**src/hdl/running_mean_variance_min_max_macros.svh**
```systemverilog
// Assertion macros shared by the running statistics block.
`ifndef RUNNING_MEAN_VARIANCE_MIN_MAX_MACROS_SVH
`define RUNNING_MEAN_VARIANCE_MIN_MAX_MACROS_SVH

// Same-cycle implication, checked outside reset.
`define RMV_ASSERT_IMP(name, ante, cons) \
	name: assert property (@(posedge clk) disable iff (!arst_n) (ante) |-> (cons)) \
		else $error("running statistics: same-cycle check failed");

// Next-cycle implication, checked outside reset.
`define RMV_ASSERT_NXT(name, ante, cons) \
	name: assert property (@(posedge clk) disable iff (!arst_n) (ante) |=> (cons)) \
		else $error("running statistics: next-cycle check failed");

`endif

```
**src/hdl/rmvmm_pkg.sv**
```systemverilog
// Shared constants for the running statistics block.
`timescale 1ns / 1ps
package rmvmm_pkg;
	localparam int MEAN_EXTRA = 16;
	localparam int MEAN_HALF  = 1 << (MEAN_EXTRA - 1);
	localparam int DIV_W      = 64;
	localparam int IT_W       = $clog2(DIV_W);
endpackage

```
**src/hdl/rmvmm_if.sv**
```systemverilog
// Valid/ready channel interfaces for samples and statistics.
`timescale 1ns / 1ps
interface rmvmm_in_if #(parameter int SAMPLE_BITS = 24);
	logic                          valid;
	logic                          ready;
	logic signed [SAMPLE_BITS-1:0] sample;
	logic                          new_stream;
	modport source(output valid, sample, new_stream, input ready);
	modport sink(input valid, sample, new_stream, output ready);
endinterface

interface rmvmm_out_if #(parameter int SAMPLE_BITS = 24, parameter int COUNT_BITS = 32);
	logic                            valid;
	logic                            ready;
	logic [COUNT_BITS-1:0]           sample_count;
	logic signed [SAMPLE_BITS-1:0]   mean_value;
	logic [2*SAMPLE_BITS-1:0]        variance;
	logic [SAMPLE_BITS-1:0]          std_deviation;
	logic signed [SAMPLE_BITS-1:0]   minimum;
	logic signed [SAMPLE_BITS-1:0]   maximum;
	logic                            count_saturated;
	modport source(output valid, sample_count, mean_value, variance, std_deviation,
		minimum, maximum, count_saturated, input ready);
	modport sink(input valid, sample_count, mean_value, variance, std_deviation,
		minimum, maximum, count_saturated, output ready);
endinterface

```
**src/hdl/rmvmm_alu.sv**
```systemverilog
// Shared compare/subtract unit used by the divider and square root steps.
`timescale 1ns / 1ps
module rmvmm_alu #(
	parameter int W = 34
) (
	input  logic [W-1:0] a,
	input  logic [W-1:0] b,
	output logic [W-1:0] diff,
	output logic         ge
);
	logic [W:0] full;

	assign full = {1'b0, a} - {1'b0, b};
	assign diff = full[W-1:0];
	assign ge   = ~full[W];
endmodule

```
**src/hdl/running_mean_variance_min_max.sv**
```systemverilog
// The shared subtractor runs three 64-step restoring divisions, each with a rounding
// step, then a SAMPLE_BITS-step square root; the first sample of a stream goes
// straight to the square root. One sample is in flight at a time; the next can be
// taken in the cycle after the result is loaded into the output register.
// Asynchronous active-low reset clears statistics (min/max to extreme codes) and control.
`timescale 1ns / 1ps
`include "running_mean_variance_min_max_macros.svh"
module running_mean_variance_min_max #(
	parameter int SAMPLE_BITS = 24,
	parameter int COUNT_BITS  = 32
) (
	input  logic         clk,
	input  logic         arst_n,
	rmvmm_in_if.sink     item,
	rmvmm_out_if.source  result
);
	localparam int S     = SAMPLE_BITS;
	localparam int CB    = COUNT_BITS;
	localparam int MX    = rmvmm_pkg::MEAN_EXTRA;
	localparam int MW    = S + MX;
	localparam int DW    = rmvmm_pkg::DIV_W;
	localparam int ITW   = rmvmm_pkg::IT_W;
	localparam int ALU_W = (CB + 1 > S + 3) ? CB + 1 : S + 3;

	localparam logic [2:0] ST_IDLE  = 3'd0;
	localparam logic [2:0] ST_SETUP = 3'd1;
	localparam logic [2:0] ST_MUL   = 3'd2;
	localparam logic [2:0] ST_DIV   = 3'd3;
	localparam logic [2:0] ST_RND   = 3'd4;
	localparam logic [2:0] ST_SQSET = 3'd5;
	localparam logic [2:0] ST_SQRT  = 3'd6;
	localparam logic [2:0] ST_DONE  = 3'd7;

	localparam logic [1:0] OP_MEAN = 2'd0;
	localparam logic [1:0] OP_VAR  = 2'd1;
	localparam logic [1:0] OP_SQ   = 2'd2;

	localparam logic signed [S-1:0] MAX_CODE = {1'b0, {(S-1){1'b1}}};
	localparam logic signed [S-1:0] MIN_CODE = {1'b1, {(S-1){1'b0}}};

	logic [2:0]             state_q;
	logic [1:0]             op_q;
	logic signed [S-1:0]    x_q;
	logic                   new_q;
	logic [CB-1:0]          count_q;
	logic signed [MW-1:0]   mean_q;
	logic [DW-1:0]          var_q;
	logic signed [S-1:0]    min_q;
	logic signed [S-1:0]    max_q;
	logic                   neg_q;
	logic [S:0]             dmag_q;
	logic [DW-1:0]          sq_q;
	logic [DW-1:0]          keep_q;
	logic [DW-1:0]          dvd_q;
	logic [ALU_W-1:0]       rem_q;
	logic [CB-1:0]          dvs_q;
	logic [ITW-1:0]         it_q;
	logic [S-1:0]           root_q;
	logic [2*S-1:0]         vout_q;
	logic                   rv_q;

	logic [CB-1:0]          cnt_base;
	logic [CB-1:0]          n_next;
	logic signed [S-1:0]    min_base;
	logic signed [S-1:0]    max_base;
	logic signed [MW-1:0]   xe;
	logic signed [S-1:0]    old_s;
	logic [MW:0]            mdiff;
	logic [MW:0]            mmag;
	logic [S:0]             dd;
	logic [S:0]             dmag;
	logic [2*S+1:0]         prod;
	logic [ALU_W-1:0]       alu_a;
	logic [ALU_W-1:0]       alu_b;
	logic [ALU_W-1:0]       alu_diff;
	logic                   alu_ge;
	logic                   rnd_up;
	logic [DW-1:0]          q_rnd;
	logic [DW:0]            vsum;
	logic [2*S-1:0]         vout;
	logic                   out_free;

	function automatic logic signed [S-1:0] to_sample(input logic signed [MW-1:0] m);
		logic [MW:0] r;
		r = {m[MW-1], m} + (MW+1)'(rmvmm_pkg::MEAN_HALF);
		return r[MX +: S];
	endfunction

	assign item.ready = (state_q == ST_IDLE);
	assign out_free   = ~rv_q | result.ready;

	// setup arithmetic on the accepted sample
	always_comb begin
		cnt_base = new_q ? '0 : count_q;
		n_next   = (&cnt_base) ? cnt_base : cnt_base + 1'b1;
		min_base = new_q ? MAX_CODE : min_q;
		max_base = new_q ? MIN_CODE : max_q;
		xe       = {x_q, {MX{1'b0}}};
		old_s    = to_sample(mean_q);
		mdiff    = {xe[MW-1], xe} - {mean_q[MW-1], mean_q};
		mmag     = mdiff[MW] ? -mdiff : mdiff;
		dd       = {x_q[S-1], x_q} - {old_s[S-1], old_s};
		dmag     = dd[S] ? -dd : dd;
		prod     = dmag_q * dmag_q;
	end

	always_comb begin
		unique case (state_q)
			ST_DIV: begin
				alu_a = ALU_W'({rem_q[CB-1:0], dvd_q[DW-1]});
				alu_b = ALU_W'(dvs_q);
			end
			ST_RND: begin
				alu_a = ALU_W'({rem_q[CB-1:0], 1'b0});
				alu_b = ALU_W'(dvs_q);
			end
			ST_SQRT: begin
				alu_a = ALU_W'({rem_q[S:0], dvd_q[DW-1:DW-2]});
				alu_b = ALU_W'({root_q, 2'b01});
			end
			default: begin
				alu_a = '0;
				alu_b = '0;
			end
		endcase
	end

	rmvmm_alu #(.W(ALU_W)) u_alu (
		.a    (alu_a),
		.b    (alu_b),
		.diff (alu_diff),
		.ge   (alu_ge)
	);

	// round half up: remainder at least half the divisor
	always_comb begin
		rnd_up = alu_ge & (rem_q[CB-1:0] != '0);
		q_rnd  = dvd_q + DW'(rnd_up);
		vsum   = {1'b0, keep_q} + {1'b0, q_rnd};
		vout   = ((var_q >> (2*S)) != '0) ? {(2*S){1'b1}} : var_q[2*S-1:0];
	end

	always_ff @(posedge clk or negedge arst_n) begin
		if (!arst_n) begin
			state_q <= ST_IDLE;
			op_q    <= OP_MEAN;
			count_q <= '0;
			mean_q  <= '0;
			var_q   <= '0;
			min_q   <= MAX_CODE;
			max_q   <= MIN_CODE;
			rv_q    <= 1'b0;
			it_q    <= '0;
		end else begin
			if (state_q == ST_DONE && out_free)
				rv_q <= 1'b1;
			else if (result.ready)
				rv_q <= 1'b0;
			unique case (state_q)
				ST_IDLE: begin
					if (item.valid)
						state_q <= ST_SETUP;
				end
				ST_SETUP: begin
					count_q <= n_next;
					min_q   <= (x_q < min_base) ? x_q : min_base;
					max_q   <= (x_q > max_base) ? x_q : max_base;
					if (n_next == CB'(1)) begin
						mean_q  <= xe;
						var_q   <= '0;
						state_q <= ST_SQSET;
					end else begin
						op_q    <= OP_MEAN;
						state_q <= ST_MUL;
					end
				end
				ST_MUL: begin
					it_q    <= ITW'(DW - 1);
					state_q <= ST_DIV;
				end
				ST_DIV: begin
					it_q <= it_q - 1'b1;
					if (it_q == '0)
						state_q <= ST_RND;
				end
				ST_RND: begin
					it_q <= ITW'(DW - 1);
					case (op_q)
						OP_MEAN: begin
							mean_q  <= neg_q ? mean_q - MW'(q_rnd) : mean_q + MW'(q_rnd);
							op_q    <= OP_VAR;
							state_q <= ST_DIV;
						end
						OP_VAR: begin
							op_q    <= OP_SQ;
							state_q <= ST_DIV;
						end
						default: begin
							var_q   <= vsum[DW] ? {DW{1'b1}} : vsum[DW-1:0];
							state_q <= ST_SQSET;
						end
					endcase
				end
				ST_SQSET: begin
					it_q    <= ITW'(S - 1);
					state_q <= ST_SQRT;
				end
				ST_SQRT: begin
					it_q <= it_q - 1'b1;
					if (it_q == '0)
						state_q <= ST_DONE;
				end
				ST_DONE: begin
					if (out_free)
						state_q <= ST_IDLE;
				end
				default: state_q <= ST_IDLE;
			endcase
		end
	end

	// datapath registers, no reset
	always_ff @(posedge clk) begin
		unique case (state_q)
			ST_IDLE: begin
				if (item.valid) begin
					x_q   <= item.sample;
					new_q <= item.new_stream;
				end
			end
			ST_SETUP: begin
				neg_q  <= mdiff[MW];
				dmag_q <= dmag;
				dvd_q  <= DW'(mmag);
				dvs_q  <= n_next;
				rem_q  <= '0;
			end
			ST_MUL: begin
				sq_q <= DW'(prod);
			end
			ST_DIV: begin
				rem_q <= alu_ge ? alu_diff : alu_a;
				dvd_q <= {dvd_q[DW-2:0], alu_ge};
			end
			ST_RND: begin
				rem_q <= '0;
				case (op_q)
					OP_MEAN: begin
						dvd_q <= var_q;
						dvs_q <= count_q - 1'b1;
					end
					OP_VAR: begin
						keep_q <= var_q - q_rnd;
						dvd_q  <= sq_q;
						dvs_q  <= count_q;
					end
					default: ;
				endcase
			end
			ST_SQSET: begin
				vout_q <= vout;
				dvd_q  <= DW'(vout) << (DW - 2*S);
				rem_q  <= '0;
				root_q <= '0;
			end
			ST_SQRT: begin
				rem_q  <= alu_ge ? alu_diff : alu_a;
				root_q <= {root_q[S-2:0], alu_ge};
				dvd_q  <= {dvd_q[DW-3:0], 2'b00};
			end
			ST_DONE: begin
				if (out_free) begin
					result.sample_count    <= count_q;
					result.mean_value      <= to_sample(mean_q);
					result.variance        <= vout_q;
					result.std_deviation   <= root_q;
					result.minimum         <= min_q;
					result.maximum         <= max_q;
					result.count_saturated <= &count_q;
				end
			end
			default: ;
		endcase
	end

	assign result.valid = rv_q;

	`RMV_ASSERT_NXT(a_accept_setup, item.valid && item.ready, state_q == ST_SETUP)
	`RMV_ASSERT_IMP(a_div_nonzero, state_q == ST_DIV, dvs_q != '0)
	`RMV_ASSERT_NXT(a_count_nonzero, state_q == ST_SETUP, count_q != '0)
	`RMV_ASSERT_NXT(a_done_holds, state_q == ST_DONE && rv_q && !result.ready, state_q == ST_DONE)
	`RMV_ASSERT_NXT(a_mean_then_var, state_q == ST_RND && op_q == OP_MEAN, op_q == OP_VAR)
endmodule

```
**src/flat_wrapper.sv**
```systemverilog
// flat-port wrapper written by rule: the top's interface ports become plain ports
module running_mean_variance_min_max_flat 
#(
	parameter int SAMPLE_BITS = 24,
	parameter int COUNT_BITS  = 32
)
  (clk, arst_n, item_valid, item_sample, item_new_stream, item_ready, result_valid, result_sample_count, result_mean_value, result_variance, result_std_deviation, result_minimum, result_maximum, result_count_saturated, result_ready);
  rmvmm_in_if #(.SAMPLE_BITS(SAMPLE_BITS)) item_i ();
  rmvmm_out_if #(.SAMPLE_BITS(SAMPLE_BITS), .COUNT_BITS(COUNT_BITS)) result_i ();
  input  logic clk;
  input  logic arst_n;
  input wire logic [$bits(item_i.valid)-1:0] item_valid;
  input wire logic [$bits(item_i.sample)-1:0] item_sample;
  input wire logic [$bits(item_i.new_stream)-1:0] item_new_stream;
  output wire logic [$bits(item_i.ready)-1:0] item_ready;
  output wire logic [$bits(result_i.valid)-1:0] result_valid;
  output wire logic [$bits(result_i.sample_count)-1:0] result_sample_count;
  output wire logic [$bits(result_i.mean_value)-1:0] result_mean_value;
  output wire logic [$bits(result_i.variance)-1:0] result_variance;
  output wire logic [$bits(result_i.std_deviation)-1:0] result_std_deviation;
  output wire logic [$bits(result_i.minimum)-1:0] result_minimum;
  output wire logic [$bits(result_i.maximum)-1:0] result_maximum;
  output wire logic [$bits(result_i.count_saturated)-1:0] result_count_saturated;
  input wire logic [$bits(result_i.ready)-1:0] result_ready;
  assign item_i.valid = item_valid;
  assign item_i.sample = item_sample;
  assign item_i.new_stream = item_new_stream;
  assign item_ready = item_i.ready;
  assign result_valid = result_i.valid;
  assign result_sample_count = result_i.sample_count;
  assign result_mean_value = result_i.mean_value;
  assign result_variance = result_i.variance;
  assign result_std_deviation = result_i.std_deviation;
  assign result_minimum = result_i.minimum;
  assign result_maximum = result_i.maximum;
  assign result_count_saturated = result_i.count_saturated;
  assign result_i.ready = result_ready;
  running_mean_variance_min_max #(.SAMPLE_BITS(SAMPLE_BITS), .COUNT_BITS(COUNT_BITS)) u_core (.clk(clk), .arst_n(arst_n), .item(item_i), .result(result_i));
endmodule
```
**config.mk**
```make
export PLATFORM = sky130hd
export DESIGN_NAME = running_mean_variance_min_max_flat
export DESIGN_NICKNAME = d
export VERILOG_FILES = /design/src/hdl/rmvmm_pkg.sv /design/src/hdl/rmvmm_if.sv /design/src/hdl/rmvmm_alu.sv /design/src/hdl/running_mean_variance_min_max.sv /design/src/flat_wrapper.sv
export VERILOG_INCLUDE_DIRS = /design/src /design/src/hdl
export SDC_FILE = /design/constraint.sdc
export NUM_CORES = 2
export LEC_CHECK = 0
export ABC_AREA = 1
export ABC_CLOCK_PERIOD_IN_PS = 14300
export BUFFER_PORTS_ARGS = -buffer_cell sky130_fd_sc_hd__clkbuf_2
export CAP_MARGIN = 15
export CORE_MARGIN = 2
export CORE_UTILIZATION = 64
export CTS_CLUSTER_DIAMETER = 60
export CTS_CLUSTER_SIZE = 40
export DETAILED_ROUTE_END_ITERATION = 7
export GPL_TIMING_DRIVEN = 0
export PLACE_DENSITY_LB_ADDON = 0.1
export SYNTH_ARGS = -nofsm -noshare
export SYNTH_HDL_FRONTEND = slang
export SYNTH_SLANG_ARGS = --single-unit
```
**constraint.sdc**
```tcl
create_clock -name clk -period 14.3 [get_ports clk]
set_clock_uncertainty 0.15 [all_clocks]
set_input_delay 1.43 -clock clk [delete_from_list [all_inputs] [get_ports clk]]
set_output_delay 1.43 -clock clk [all_outputs]
set_load 0.01 [all_outputs]
```
-- Yosys cells after proc, flatten, opt, wreduce, memory -nomap -nowiden
Index checks and enable logic that the tools add are counted.
Widths: inputs -> output; s select.
- add/sub/neg operators: 14
- $mul: 1
- divide/modulo/power cells: 0
- magnitude comparators: 2
- equality and inequality tests: 18
- shift-type cells: 0
- mux-type cells: 39
- bitwise logic cells: 4
- reduce and logical (&&, ||, !) cells: 28
- operators by type and width (cell ; count):
    $pmux 64 s5 ; 1
    $pmux 32 s2 ; 4
    $pmux 64 s2 ; 2
    $mux 64 ; 3
    $mux 24 ; 5
    $mux 40 ; 3
    $pmux 33 s3 ; 1
    $mux 32 ; 3
    $pmux 40 s2 ; 1
    $add 64x64->65 ; 1
    $add 64x1->64 ; 1
    $reduce_and 32->1 ; 2
    $reduce_bool 64->1 ; 1
    $sub 64x64->64 ; 1
    $mul 25x25->50 ; 1
    $mux 48 ; 1
    $pmux 24 s2 ; 1
    $mux 41 ; 1
    $neg 41->41 ; 1
    $sub 40x40->41 ; 1
    $add 40x17->40 const B ; 1
    $add 40x40->40 ; 1
    $sub 40x40->40 ; 1
    $sub 33x32->34 ; 1
    37 further kinds ; 67
- flip-flop bits (word level): 738
- bits in latches: 0
- memory bits (writable): 0
- memory bits (read-only): 0
- bits of input ports: 29
- output and inout bits: 179
- word-level logic and storage cells: 134
- memories kept: 0

-- Depth between registers and ports, before layout
- depth in word-level cells: 11
- mapped depth: 55

-- Modules after synthesis
Synthesis repeated with hierarchy kept, for this count alone.
- cell total of the unflattened synthesis: 9555
- area total of the unflattened synthesis: 72624.7 sq um
- modules (own cells, without submodules) (module ; instances ; cells an instance ; area each (sq um) ; sequential area each (sq um)):
    running_mean_variance_min_max ; 1 ; 8982 ; 69973.4 ; 21180.3
    rmvmm_alu ; 1 ; 573 ; 2651.3 ; 0.0

-- Least setup slack after synthesis
Ideal clock, no wire load.
- path kind: in2reg
- start point: input port result_ready
- end point: register u_core.result.count_saturated (enable)
- setup time: 0.717 ns
- data arrival time: 8.780 ns
- path slack: 4.653 ns
- cell stages on the path: 2
- path buffers: 0
- path through: nor2_1 nor2_1
- cells in the longest elaborated chain, start to end: 2
- ends and longest elaborated chain (item ; line ; RTL):
    start, declared ; flat_wrapper.sv:24 ; input wire logic [$bits(result_i.ready)-1:0] result_ready;
    $or 1x1->1 ; running_mean_variance_min_max.sv:90 ; assign out_free = ~rv_q | result.ready;
    $reduce_and 2->1 (no source line) ; - ;
    end signal, assigned ; running_mean_variance_min_max.sv:279 ; result.count_saturated <= &count_q;
    end, declared ; rmvmm_if.sv:23 ; minimum, maximum, count_saturated, input ready);
Every way passes these cells.
A chain may end at the register's enable or synchronous reset.

-- Worst setup path after layout
- start point: register u_core.state_q[0]
- end point: register u_core.mean_q[34]
- cells in the longest elaborated chain, start to end: 11
- elaborated cells on any way between the ends: 20
- ends and longest elaborated chain (item ; line ; RTL):
    start, declared ; running_mean_variance_min_max.sv:41 ; logic [2:0] state_q;
    start signal, assigned ; running_mean_variance_min_max.sv:145 ; state_q <= ST_IDLE;
    start signal, assigned ; running_mean_variance_min_max.sv:162 ; state_q <= ST_SETUP;
    start signal, assigned ; running_mean_variance_min_max.sv:171 ; state_q <= ST_SQSET;
    $eq 3x2->1 / $eq 3x3->1 (equally long branches) ; running_mean_variance_min_max.sv:108, running_mean_variance_min_max.sv:159 ;
    $reduce_or 2->1 (no source line) ; - ;
    $pmux 32 s2 ; running_mean_variance_min_max.sv:108 ; unique case (state_q)
    $sub 33x32->34 ; rmvmm_alu.sv:13 ; assign full = {1'b0, a} - {1'b0, b};
    $not 1->1 ; rmvmm_alu.sv:15 ; assign ge = ~full[W];
    $and 1x1->1 ; running_mean_variance_min_max.sv:137 ; rnd_up = alu_ge & (rem_q[CB-1:0] != '0);
    $add 64x1->64 ; running_mean_variance_min_max.sv:138 ; q_rnd = dvd_q + DW'(rnd_up);
    $add 40x40->40 / $sub 40x40->40 (equally long branches) ; running_mean_variance_min_max.sv:190 ; mean_q <= neg_q ? mean_q - MW'(q_rnd) : mean_q + MW'(q_rnd);
    $mux 40 ; running_mean_variance_min_max.sv:190 ;
    $mux 40 ; running_mean_variance_min_max.sv:188 ; case (op_q)
    $pmux 40 s2 ; running_mean_variance_min_max.sv:159 ; unique case (state_q)
    end signal, assigned ; running_mean_variance_min_max.sv:190 ;
    end, declared ; running_mean_variance_min_max.sv:46 ; logic signed [MW-1:0] mean_q;
Parallel ways exist; a longest one is shown, timed or not. The select of a mux whose other input is x is not followed.

==> metrics.md <==
| Metric | Value |
|---|---|
| Status | complete, but fails checks |
| Failing checks | design-rule violations |
| Fin crit share | 96.4% |
| Starting DRT DRC Count | 10400 |
| Worst Tran Pin Value | 1.22 ns |
| GRT overflow | 0 |
| Fin. max-slew vios | 0 |
| Critical Path Source Type | flip-flop |
| Library cells used by synthesis | 66 |
| FFs w/ async S/R, synth | between 20% and 30% |
| Peak Freq | 72.6 MHz |
| Hold Crit Class | reg2reg |
| Row Count | 123 |
| CTS Buf Count | 72 |
| H-tree depth | 3 |
| Gpl congestion | 1.08 |
| Critical Path RT | about 15 ns |
| CP peak stage delay | between 0.9 and 1 ns |
| Syn Area/Cell | between 7 and 8 um^2 |
| Number of cells produced by synthesis | 9548 |
| Unrepaired setup endpoints after global routing | false |
| PostCTS Resize Cnt | 0 |
| Max-cap viol count | 0 |
| DIE HEIGHT | 341 um |
| Worst slack at placement | about 1.6 ns |
| Final cell count without fillers | 11400 |
| Die area | between 100000 and 150000 um^2 |
| Detail Placement HPWL | about 230000 um |
| Post-synth top flop | edfxtp_1 |
| CTS tree | built |
| Mapped Area | 72700 um^2 |
| Post-synthesis register bit count | between 700 and 800 |
| Ports | 208 |
| Number of global-route vias before repair | about 70000 |
| Crit path kind | reg2reg |
| Clock Tree Buf Depth | 3 |
| Sequential element share of the synthesized area | between 20% and 30% |
| Critical path endpoint category | flip-flop |
| Nets | 10800 |
| YS warnings | 0 |
| First-pass GRT wire length | 417000 um |
| Final wirelength | 282000 um |
| Clock Latency Late Sink | 0.75 ns |
| Synth-to-layout area growth | 8.53% |
| Antenna viol nets, final | 0 |
| Hold_ws | 0.257 ns |
| Reg clk slew, reported paths | 0.10 ns |
| Setup violators final | 0 |
| Largest net degree at the start of global routing | 100 |
| Core area | 113000 um^2 |
| Hold path cells | 0 |
| Slew HR | about a fifth |
| Arrival time worst endpoint | 14.31 ns |
| Most frequent CP cell | nand2_1 |
| TritonRoute pass-1 iters | 8 |
| Avg WL per Cell | roughly 25 um |
| Initial antenna violation count | 11 |
| Synth top area share | between 20% and 30% |
| Fraction of layout cells with a size suffix above 1 | 5.92% |
| Initial Util | 64.5% |
| GR Util All Layers | a little under half |
| Biggest area consumer among synthesized cells | edfxtp_1 |
| Placed Cells | 11300 |
| Fin. Hold Viols | 0 |
| Critical-path maximum fanout | 10 |
| Via density | 6.31 |
| Via count | 72000 |
| R2R depth | 49 |
| Hold_buf cts | 0 |
| Tmin final | 13.78 ns |
| Final worst setup slack | between 0.5 and 0.6 ns |
| CTS root buffer | clkbuf_16 |
| Clock sink total | ~740 |
| Fin Setup TNS | 0 ns |
| Cell at the slowest stage of the critical path | buf_1 |
| Die X | 341 um |
| Post-route DRC | 1 |
| EDFF count, synth | roughly 540 |
| PortBufs | 207 |
| Setup bufs post-CTS | 0 |
| Synth top area cells | edfxtp_1 (22%), fa_1 (13%), nand2_1 (11%) |
| Mapped Nets | 10500 |
logic make-up after synthesis:
kind of cell             share of synthesized area [%]
AND/OR/NAND/NOR                                   23.4
adder cells (fa/ha/maj)                           21.4
flip-flops                                        29.1
buffers and inverters                             10.5
XOR/XNOR                                          4.17
AO/OA/AOI/OAI                                     11.3
registers in the layout, summed over array words and instances (netlist names), 24 cells and up:
| signal | cells |
|---|---|
| u_core.dvd_q | 64 |
| u_core.keep_q | 64 |
| u_core.var_q | 64 |
| u_core.sq_q | 49 |
| u_core.result.variance | 48 |
| u_core.vout_q | 48 |
| u_core.mean_q | 40 |
| u_core.count_q | 32 |
| u_core.dvs_q | 32 |
| u_core.rem_q | 32 |
| u_core.result.sample_count | 32 |
| u_core.dmag_q | 25 |
| u_core.max_q | 24 |
| u_core.min_q | 24 |
| u_core.result.maximum | 24 |
| u_core.result.mean_value | 24 |
| u_core.result.minimum | 24 |
| u_core.result.std_deviation | 24 |
| u_core.root_q | 24 |
| u_core.x_q | 24 |
layout make-up:
cell class,count,area [um^2]
diodes,11,27.5
plain buffers,234,1050
clock buffers,74,1810
clock inverters,60,1070
fillers,8971,33800
inverters,1754,6590
multi-input cells,6823,43900
flip-flops and latches,737,21200
well taps,1500,1880
repair buffers,222,1380
cells in the mapped netlist, types with 25 or more instances:
master	n
a21o_1	35
a21oi_1	527
a221oi_1	37
a31oi_1	90
buf_1	25
clkbuf_1	176
dfrtp_1	172
edfxtp_1	541
fa_1	471
ha_1	491
inv_1	1742
nand2_1	2202
nand2_2	39
nand3_1	492
nand3b_1	38
nand4_1	112
nor2_1	940
nor3_1	98
nor4_1	43
o21a_1	26
o21ai_0	487
o21ai_2	33
o21bai_1	26
o22ai_1	75
or2_2	45
xnor2_1	85
xor2_1	259
worst max-delay path, delay by kind of cell, from the launching register on:
kind            cells  cell delay, ns
xor+xnor            1            0.61
flops               1            0.45
simple gates       27            5.50
buf+inv             9            3.66
fa+ha+maj           4            1.60
compound gates      8            1.74
per-stage QoR:
stage                     util (%)  cell area (um^2)
after floorplan                  -             72700
after global placement        67.1             75600
after detailed placement      67.4             75900
after CTS                     69.9             78800
after global routing          70.0             78900
final                         70.0             78900
placed cells by master (no fill, tap or decap), types with 37 or more instances in the layout:
cell	instances
nand2_1	2202
inv_1	1741
nor2_1	937
edfxtp_1	541
a21oi_1	527
nand3_1	491
ha_1	491
o21ai_0	487
fa_1	471
xor2_1	259
clkbuf_2	207
clkbuf_1	175
dfrtp_1	172
nand4_1	112
nor3_1	98
a31oi_1	90
xnor2_1	85
o22ai_1	75
clkbuf_16	72
or2_2	45
nor4_1	43
nand2_2	39
nand3b_1	38
a221oi_1	37
final timing paths:
| check | slack, ns | end | startpoint |
|---|---|---|---|
| max | 0.52 | u_core.mean_q[34] | u_core.state_q[0] |
| min | 0.26 | u_core.result.variance[5] | u_core.vout_q[5] |
| max reg2reg | 0.52 | u_core.mean_q[34] | u_core.state_q[0] |
| min reg2reg | 0.26 | u_core.result.variance[5] | u_core.vout_q[5] |
| max in group asynchronous | 12.38 | u_core.var_q[57] | arst_n |
| min in group asynchronous | 0.55 | u_core.count_q[12] | arst_n |
metal layers:
layer	part of all wire, %	vias to the layer above	global-route usage [%]
met5	0.027	-	0
met4	7.1	10	27.2
met3	14	1362	14.2
met2	43	5551	72.6
met1	36	33700	60.8
li1	-	31400	-
Power is not shown: default switching activity piles up to over one toggle a cycle in this logic, so the estimate is an artifact.
